===== src/rtl/bfpa_pkg.sv =====
package bfpa_pkg;

  localparam int MAX_PARTITIONS_DEF = 16;
  localparam int SIZE_BITS_DEF      = 16;

  localparam int KIND_W       = 2;
  localparam int IDX_FIELD_W  = 4;
  localparam int SIZE_FIELD_W = 16;
  localparam int OWNER_W      = 8;
  localparam int ACTIVE_W     = 5;
  localparam int ADDR_W       = 3;
  localparam int DATA_W       = 32;

  localparam logic [ACTIVE_W-1:0] ACTIVE_RESET = 5'd16;
  localparam logic                REG_ACTIVE   = 1'b0;

  typedef enum logic [KIND_W-1:0] {
    KIND_LOAD  = 2'd0,
    KIND_ALLOC = 2'd1,
    KIND_READ  = 2'd2
  } kind_t;

  typedef struct packed {
    logic  valid;
    kind_t kind;
  } pkt_ctl_t;

endpackage


===== src/rtl/bfpa_cell.sv =====
module bfpa_cell
  import bfpa_pkg::*;
#(
  parameter int CELL_ID = 0,
  parameter int IDX_W   = 4,
  parameter int CNT_W   = 5,
  parameter int SIZE_W  = SIZE_BITS_DEF
) (
  input  logic                   clk,
  input  logic                   rst_n,
  input  logic [CNT_W-1:0]       cnt_i,
  input  logic                   wb_en_i,
  input  logic [IDX_W-1:0]       wb_idx_i,
  input  logic [SIZE_W-1:0]      wb_free_i,
  input  logic [OWNER_W-1:0]     wb_owner_i,
  input  pkt_ctl_t               ctl_i,
  input  logic [IDX_FIELD_W-1:0] idx_i,
  input  logic [SIZE_W-1:0]      size_i,
  input  logic [OWNER_W-1:0]     tag_i,
  input  logic                   found_i,
  input  logic [IDX_W-1:0]       best_i,
  input  logic [IDX_FIELD_W-1:0] res_idx_i,
  input  logic [SIZE_W-1:0]      res_free_i,
  input  logic [SIZE_W-1:0]      res_cap_i,
  input  logic [OWNER_W-1:0]     res_owner_i,
  input  logic                   res_alloc_i,
  output pkt_ctl_t               ctl_o,
  output logic [IDX_FIELD_W-1:0] idx_o,
  output logic [SIZE_W-1:0]      size_o,
  output logic [OWNER_W-1:0]     tag_o,
  output logic                   found_o,
  output logic [IDX_W-1:0]       best_o,
  output logic [IDX_FIELD_W-1:0] res_idx_o,
  output logic [SIZE_W-1:0]      res_free_o,
  output logic [SIZE_W-1:0]      res_cap_o,
  output logic [OWNER_W-1:0]     res_owner_o,
  output logic                   res_alloc_o
);

  localparam logic [31:0]      ID32   = 32'(CELL_ID);
  localparam logic [IDX_W-1:0] MY_IDX = IDX_W'(CELL_ID);

  logic [SIZE_W-1:0]      cap_r, cap_nxt;
  logic [SIZE_W-1:0]      free_r, free_nxt;
  logic [OWNER_W-1:0]     own_r, own_nxt;

  pkt_ctl_t               ctl_r;
  logic [IDX_FIELD_W-1:0] idx_r;
  logic [SIZE_W-1:0]      size_r;
  logic [OWNER_W-1:0]     tag_r;
  logic                   found_r, found_nxt;
  logic [IDX_W-1:0]       best_r, best_nxt;
  logic [IDX_FIELD_W-1:0] res_idx_r, res_idx_nxt;
  logic [SIZE_W-1:0]      res_free_r, res_free_nxt;
  logic [SIZE_W-1:0]      res_cap_r, res_cap_nxt;
  logic [OWNER_W-1:0]     res_owner_r, res_owner_nxt;
  logic                   res_alloc_r, res_alloc_nxt;

  logic                   hit;
  logic                   in_scan;
  logic                   fits;
  logic [SIZE_W-1:0]      left;

  assign hit     = (32'(idx_i) == ID32);
  assign in_scan = (ID32 < 32'(cnt_i));
  assign fits    = (free_r >= size_i);
  assign left    = free_r - size_i;

  always_comb begin
    cap_nxt       = cap_r;
    free_nxt      = free_r;
    own_nxt       = own_r;
    found_nxt     = found_i;
    best_nxt      = best_i;
    res_idx_nxt   = res_idx_i;
    res_free_nxt  = res_free_i;
    res_cap_nxt   = res_cap_i;
    res_owner_nxt = res_owner_i;
    res_alloc_nxt = res_alloc_i;
    if (ctl_i.valid) begin
      case (ctl_i.kind)
        KIND_LOAD: begin
          if (hit) begin
            cap_nxt       = size_i;
            free_nxt      = size_i;
            res_free_nxt  = size_i;
            res_cap_nxt   = size_i;
            res_owner_nxt = own_r;
            res_alloc_nxt = 1'b0;
          end
        end
        KIND_READ: begin
          if (hit) begin
            res_free_nxt  = free_r;
            res_cap_nxt   = cap_r;
            res_owner_nxt = own_r;
            res_alloc_nxt = (free_r != cap_r);
          end
        end
        KIND_ALLOC: begin
          if (in_scan && fits && (!found_i || (left <= res_free_i))) begin
            found_nxt     = 1'b1;
            best_nxt      = MY_IDX;
            res_idx_nxt   = ID32[IDX_FIELD_W-1:0];
            res_free_nxt  = left;
            res_cap_nxt   = cap_r;
            res_owner_nxt = tag_i;
            res_alloc_nxt = (left != cap_r);
          end
        end
        default: begin
        end
      endcase
    end
    if (wb_en_i && (wb_idx_i == MY_IDX)) begin
      free_nxt = wb_free_i;
      own_nxt  = wb_owner_i;
    end
  end

  always_ff @(posedge clk) begin
    if (!rst_n) begin
      ctl_r <= '0;
      own_r <= '0;
    end else begin
      ctl_r <= ctl_i;
      own_r <= own_nxt;
    end
  end

  always_ff @(posedge clk) begin
    cap_r       <= cap_nxt;
    free_r      <= free_nxt;
    idx_r       <= idx_i;
    size_r      <= size_i;
    tag_r       <= tag_i;
    found_r     <= found_nxt;
    best_r      <= best_nxt;
    res_idx_r   <= res_idx_nxt;
    res_free_r  <= res_free_nxt;
    res_cap_r   <= res_cap_nxt;
    res_owner_r <= res_owner_nxt;
    res_alloc_r <= res_alloc_nxt;
  end

  assign ctl_o       = ctl_r;
  assign idx_o       = idx_r;
  assign size_o      = size_r;
  assign tag_o       = tag_r;
  assign found_o     = found_r;
  assign best_o      = best_r;
  assign res_idx_o   = res_idx_r;
  assign res_free_o  = res_free_r;
  assign res_cap_o   = res_cap_r;
  assign res_owner_o = res_owner_r;
  assign res_alloc_o = res_alloc_r;

endmodule


===== config.mk =====
export PLATFORM = sky130hd
export DESIGN_NAME = bfpa_cell
export DESIGN_NICKNAME = d
export VERILOG_FILES = /design/src/rtl/bfpa_pkg.sv /design/src/rtl/bfpa_cell.sv
export SDC_FILE = /design/constraint.sdc
export NUM_CORES = 1
export LEC_CHECK = 0
export BUFFER_PORTS_ARGS = -buffer_cell sky130_fd_sc_hd__buf_4
export CAP_MARGIN = 40
export CORE_UTILIZATION = 55
export CTS_CLUSTER_SIZE = 40
export DETAILED_ROUTE_END_ITERATION = 8
export PLACE_DENSITY = 0.91
export SLEW_MARGIN = 40
export SYNTH_ARGS = -nofsm -noshare
export SYNTH_HDL_FRONTEND = slang
export SYNTH_SLANG_ARGS = --single-unit
export TNS_END_PERCENT = 5

===== constraint.sdc =====
create_clock -name clk -period 8.7 [get_ports clk]
set_input_delay 0.87 -clock clk [delete_from_list [all_inputs] [get_ports clk]]
set_output_delay 0.87 -clock clk [all_outputs]
set_load 0.05 [all_outputs]

# Word-level counts from Yosys, hierarchy flattened
# Cells that the tools add are included.
[classes] n_reduce_logical=14 eq_ne=4 n_mux=32 n_lt_le_gt_ge=3 addsub=1
[ops] operator="two-way mux 16 bit" n=12
[ops] operator="case mux 16 bit (3 select lines)" n=2
[ops] operator="!= test 16 bit" n=2
[ops] operator="two-way mux 4 bit" n=6
[ops] operator="two-way mux 8 bit" n=3
[ops] operator=">= comparator 16 bit" n=1
[ops] operator="less-or-equal comparator 16 bit" n=1
[ops] operator="case mux 8 bit (2 select lines)" n=1
[ops] operator="subtractor 16 bit" n=1
[ops] operator="zero test 4 bit" n=2
[ops] operator="two-way mux 1 bit" n=7
[ops] operator="AND reduction 3 bit" n=2
[ops] operator="nonzero test 2 bit" n=3
[ops] operator="less-than comparator 1 x 5 -> 1 bit (first input constant)" n=1
[ops] operator="logical AND 1 bit" n=3
[ops] operator="case mux 1 bit (3 select lines)" n=1
[ops] operator="== test 2 x 1 -> 1 bit (second input constant)" n=1
[ops] operator="== test 2 bit (second input constant)" n=1
[ops] operator="zero test 2 bit" n=1
[ops] operator="OR reduction 2 bit" n=1
[ops] operator="zero test 1 bit" n=1
[ops] operator="logical OR 1 bit" n=1
[word_totals] inputBits=117 register_bits=121

# Logic depth before layout (Yosys ltp)
[logic_depth] word_depth=7 ltp_mapped=21

# Least setup slack after synthesis
# OpenSTA, ideal clock, no wires.
[synth_timing] path_kind="input port to flip-flop" from="input size_i[6]" to="register res_alloc_r (netlist: res_alloc_o)" setup_ns=0.137 path_stages=20 t_arrival_ns=4.431 setup_slack_ns=4.132 cell_sequence="inv_1 > ha_1 > buf_4 > a21o_1 > or3_1 > nand4_1 > o211ai_1 > a31o_2 > a21oi_1 > xnor2_1 > ha_1 > a21o_1 > a21o_1 > a21oi_1 > o211ai_1 > a31o_2 > nor4_1 > nand3_1 > nor4b_1 > a41oi_1"
[synth_between] elab_chain_len=7
[synth_lines] element="start: declaration" line_no="bfpa_cell.sv:18" rtl="input logic [SIZE_W-1:0] size_i,"
[synth_lines] element="subtractor 16 bit" line_no="bfpa_cell.sv:67" rtl="assign left = free_r - size_i;"
[synth_lines] element="less-or-equal comparator 16 bit" line_no="bfpa_cell.sv:101" rtl="if (in_scan && fits && (!found_i || (left <= res_free_i))) begin"
[synth_lines] element="logical OR 1 bit" line_no="bfpa_cell.sv:101"
[synth_lines] element="logical AND 1 bit" line_no="bfpa_cell.sv:101"
[synth_lines] element="two-way mux 1 bit (*)" line_no="bfpa_cell.sv:101"
[synth_lines] element="case mux 1 bit (3 select lines) (*)" line_no="bfpa_cell.sv:81" rtl="case (ctl_i.kind)"
[synth_lines] element="two-way mux 1 bit (*)" line_no="bfpa_cell.sv:80" rtl="if (ctl_i.valid) begin"
[synth_lines] element="net res_alloc_nxt" line_no="bfpa_cell.sv:57" rtl="logic res_alloc_r, res_alloc_nxt;"
[synth_lines] element="end signal: assignment" line_no="bfpa_cell.sv:143" rtl="res_alloc_r <= res_alloc_nxt;"
[synth_lines] element="end: declaration" line_no="bfpa_cell.sv:57"
# Mark *: on every way through the listed nets, which the timed path passes. The rest lies on a longest branch.
# A chain may end at the register's enable or synchronous reset.

# Final worst setup path
[layout_timing] from="input size_i[2]" to="register res_owner_r[2] (netlist: res_owner_o[2])"
[layout_between] elab_chain_len=7
[layout_lines] element="subtractor 16 bit" line_no="bfpa_cell.sv:67"
[layout_lines] element="less-or-equal comparator 16 bit" line_no="bfpa_cell.sv:101"
[layout_lines] element="logical OR 1 bit" line_no="bfpa_cell.sv:101"
[layout_lines] element="logical AND 1 bit (*)" line_no="bfpa_cell.sv:101"
[layout_lines] element="two-way mux 8 bit (*)" line_no="bfpa_cell.sv:101"
[layout_lines] element="case mux 8 bit (2 select lines) (*)" line_no="bfpa_cell.sv:81"
[layout_lines] element="two-way mux 8 bit (*)" line_no="bfpa_cell.sv:80"
[layout_lines] element="net res_owner_nxt[2]" line_no="bfpa_cell.sv:56" rtl="logic [OWNER_W-1:0] res_owner_r, res_owner_nxt;"
[layout_lines] element="end signal: assignment" line_no="bfpa_cell.sv:142" rtl="res_owner_r <= res_owner_nxt;"
[layout_lines] element="end: declaration" line_no="bfpa_cell.sv:56"
# Marks and branches as above.

==> flow_summary_export.csv <==
group,metric,value,unit
cells_and_area,drive_above_1_share,27.2,%
detailed_routing,viasPerCell,6.01,
run,drv_cap,0,
logic_synthesis,ys_ff_latch,121,
min_path,worstHoldStart,"own_r[0]",
clocking,post_cts_resized,0,
outcome,status,"finished clean",
floorplanning,coreArea,10900,um^2
timing,finalClockSkew,0.00728,ns
clocking,cts_sinks,121,
min_path,whs_path_depth,2,
critical_path,worstReg2RegStart,"free_r[2]",
grt,grt_pass1_wl,30200,um
cells_and_area,multi_input_area,3170,um^2
detailed_routing,drt-total-wl,20100,um
cells_and_area,seqCellArea,2740,um^2
cells_and_area,layout_common_cells,"202 x buf_4, 89 x dfxtp_1, 85 x nand2_1",
logic_synthesis,synth_cells,702,
floorplanning,dieArea,11700,um^2
clocking,clock_latency,0.42,ns
clocking,cts_buffers,17,
placed_design,routabilityCongestion,1.02,
grt,grt-ovfl-total,0,
logic_synthesis,synth_nets,852,
logic_synthesis,yosys.area.top_type,"dfxtp_1",
cells_and_area,layout_commonest_cell,"buf_4",
logic_synthesis,yosys_warnings,0,
critical_path,crit_required,8.99,ns
logic_synthesis,synthXorXnorAreaFrac,6.62,%
cells_and_area,finalNetCount,1034,
placed_design,dpl_cell_area,7760,um^2
clocking,hold_buffers,0,
cells_and_area,final_cells,1038,
floorplanning,rows,38,
timing,tightest_slew,0.683,ns
logic_synthesis,synth_compound_area_share,21.4,%
timing,period_share,62.9,%
detailed_routing,drtIter0Drc,690,
floorplanning,die_w,108,um
critical_path,cp_data_arrival_time,5.76,ns
cells_and_area,area_delta_synth_final,35.0,%
placed_design,port_buffers,197,
grt,first_global_vias,6023,
critical_path,rrSetupSlack,3.40,ns
clocking,clk_pin_slew,0.06,ns
grt,grt_max_degree,56,
floorplanning,die_h,108,um
logic_synthesis,synth_ff_type,"dfxtp_1",
timing,max_freq,183,MHz
logic_synthesis,synth_top_cell_area_share,28.7,%
clocking,cts_tree,"built",
clocking,h-tree-depth,4,
critical_path,path_max_fanout,20,
logic_synthesis,synth-simple-area-share,15.5,%
logic_synthesis,synth_mux_area_share,0.323,%
critical_path,worstReg2RegEnd,"res_owner_o[2]",
critical_path,crit_type,"input port to register",
clocking,cts_buffer_depth,2,
timing,setup_viol,0,
floorplanning,pin_count,198,
power,powerDensity,208,nW/um^2
timing,slew_headroom,54.4,%
clocking,post_cts_buffers,0,
detailed_routing,first_pass_iters,7,
placed_design,place_hpwl,14300,um
critical_path,cp-start-kind,"input port",
floorplanning,start_util,56.7,%
min_path,hp-class,"register to register",
detailed_routing,num_vias,6241,
placed_design,dp_cells,1005,
timing,finalHoldViolCount,0,
logic_synthesis,syn_area_per_cell,8.83,um^2
timing,slew_violations,0,
detailed_routing,drc_errors,0,
timing,fin_crit,5.47,ns
logic_synthesis,ys_async_sr_fraction,0,%
logic_synthesis,synth_area,6200,um^2
min_path,whs_endpoint,"own_r[0]",
grt,antenna_found_initial,1,
logic_synthesis,synth_cell_types,55,
critical_path,r2r_cells,19,
logic_synthesis,synth_area_leaders,"dfxtp_1 29%, edfxtp_1 15%, ha_1 6.5%",
cells_and_area,fillers,748,
clocking,clockRootBuffer,"clkbuf_16",
timing,setup_tns,0,ns
grt,grt_usage,34.4,%
logic_synthesis,synthAdderAreaFrac,6.78,%
logic_synthesis,synth-edff-count,32,
critical_path,cp-end-kind,"register",
detailed_routing,antenna_left,0,
power,max-vdd-ir-drop,0.213,mV
power,p_leak,3.65,nW
timing,rsz0062_at_grt,"no",
cells_and_area,fin_area,8370,um^2
logic_synthesis,seq_area_frac_synth,44.2,%
logic_synthesis,synth_top_family_by_area,"compound AO/OA/AOI/OAI gates",
detailed_routing,wl_per_cell,19.3,um
-- synthesized netlist by cell type, types with 2 or more instances --
| library cell | n |
|---|---|
| a31o_2 | 2 |
| a21o_1 | 7 |
| xor2_1 | 22 |
| nor2b_1 | 10 |
| edfxtp_1 | 32 |
| and3_1 | 2 |
| mux2i_1 | 2 |
| nor3_1 | 17 |
| o21ai_1 | 31 |
| dfxtp_1 | 89 |
| a211oi_1 | 49 |
| o211ai_1 | 3 |
| or4_1 | 3 |
| nand4_1 | 6 |
| xnor2_1 | 23 |
| nor3b_1 | 2 |
| nor4_1 | 9 |
| nand2b_1 | 4 |
| nand3_1 | 8 |
| buf_1 | 2 |
| a31oi_1 | 2 |
| inv_1 | 42 |
| ha_1 | 32 |
| o21ai_0 | 29 |
| a21boi_0 | 9 |
| clkbuf_1 | 29 |
| nand2_1 | 86 |
| a222oi_1 | 6 |
| a21oi_1 | 55 |
| a41oi_1 | 2 |
| nor2_1 | 48 |
| and2_1 | 7 |
| o21a_1 | 2 |
| o21bai_1 | 2 |
| buf_2 | 7 |
| and4_1 | 2 |
-- worst max-delay path, stage by stage --
cell	delay [ns]
buf_4	0.09
inv_1	0.06
ha_1	0.37
o21ai_0	0.24
a21oi_1	0.11
nor4_1	0.36
o211ai_1	0.22
a31o_2	0.27
a21oi_1	0.17
xnor2_1	0.20
ha_1	0.32
a21o_1	0.18
a21o_1	0.19
a21oi_1	0.15
o211ai_1	0.10
a31o_2	0.28
nor3b_4	0.59
buf_4	0.38
o21ai_2	0.17
a222oi_1	0.34
inv_1	0.10
-- through the flow --
stage | setup slack, ns | hold slack, ns | util, % | power, mW
after floorplan | 4.13 | 0.436 | - | 0.874
after global placement | 3.24 | 0.444 | 70.8 | 0.999
after detailed placement | 2.97 | 0.455 | 70.9 | 1.01
after CTS | 3.34 | 0.470 | 76.5 | 1.73
after global routing | 2.81 | 0.488 | 76.6 | 1.78
final | 3.23 | 0.474 | 76.6 | 1.74
-- routing by layer --
metal	vias up	wire length (um)	track usage (%)
met3	66	2180	9.04
met4	0	789	17.4
met1	2862	7670	42.3
met5	-	0	0
met2	438	9420	55.4
li1	2875	-	-
-- kinds of logic (layout without fill, tap and decap cells) --
family          Yosys count  in the layout
flops                   121            121
compound gates          211            211
mux                       2              2
buf+inv                  81            276
fa+ha+maj                33             33
xor+xnor                 46             46
simple gates            208            208
other cells               0              1
-- area by class of cell --
| class | count | area share, % |
|---|---|---|
| Multi-Input combinational cell | 500 | 37.9 |
| Sequential cell | 121 | 32.8 |
| Timing Repair Buffer | 202 | 18.1 |
| Clock buffer | 17 | 5.08 |
| Clock inverter | 15 | 2.15 |
| Tap cell | 140 | 2.09 |
| Inverter | 42 | 1.88 |
| Antenna cell | 1 | 0.0299 |
-- worst max-delay path by stage --
| stage | from | to | slack, ns | depth (start not counted) |
|---|---|---|---|---|
| after floorplan | size_i[6] | res_alloc_o | 4.13 | 20 |
| after global placement | size_i[6] | res_owner_o[3] | 3.24 | 21 |
| after detailed placement | size_i[0] | res_owner_o[3] | 2.97 | 19 |
| after CTS | size_i[2] | res_owner_o[2] | 3.34 | 21 |
| after global routing | size_i[2] | res_owner_o[4] | 2.81 | 20 |
| final | size_i[2] | res_owner_o[2] | 3.23 | 21 |
-- report_power, final --
part	switching, mW	total (mW)	internal [mW]
clock	0.297	0.731	0.435
sequential	0.0127	0.622	0.609
combinational	0.245	0.384	0.139
-- flip-flops by register name (all words and copies together), names as in the netlist, 3 cells and up --
register,count
res_owner_o,8
ctl_o,3
own_r,8
res_cap_o,16
free_r,16
best_o,4
tag_o,8
res_idx_o,4
size_o,16
res_free_o,16
cap_r,16
idx_o,4
(Power assumes the default switching activity.)
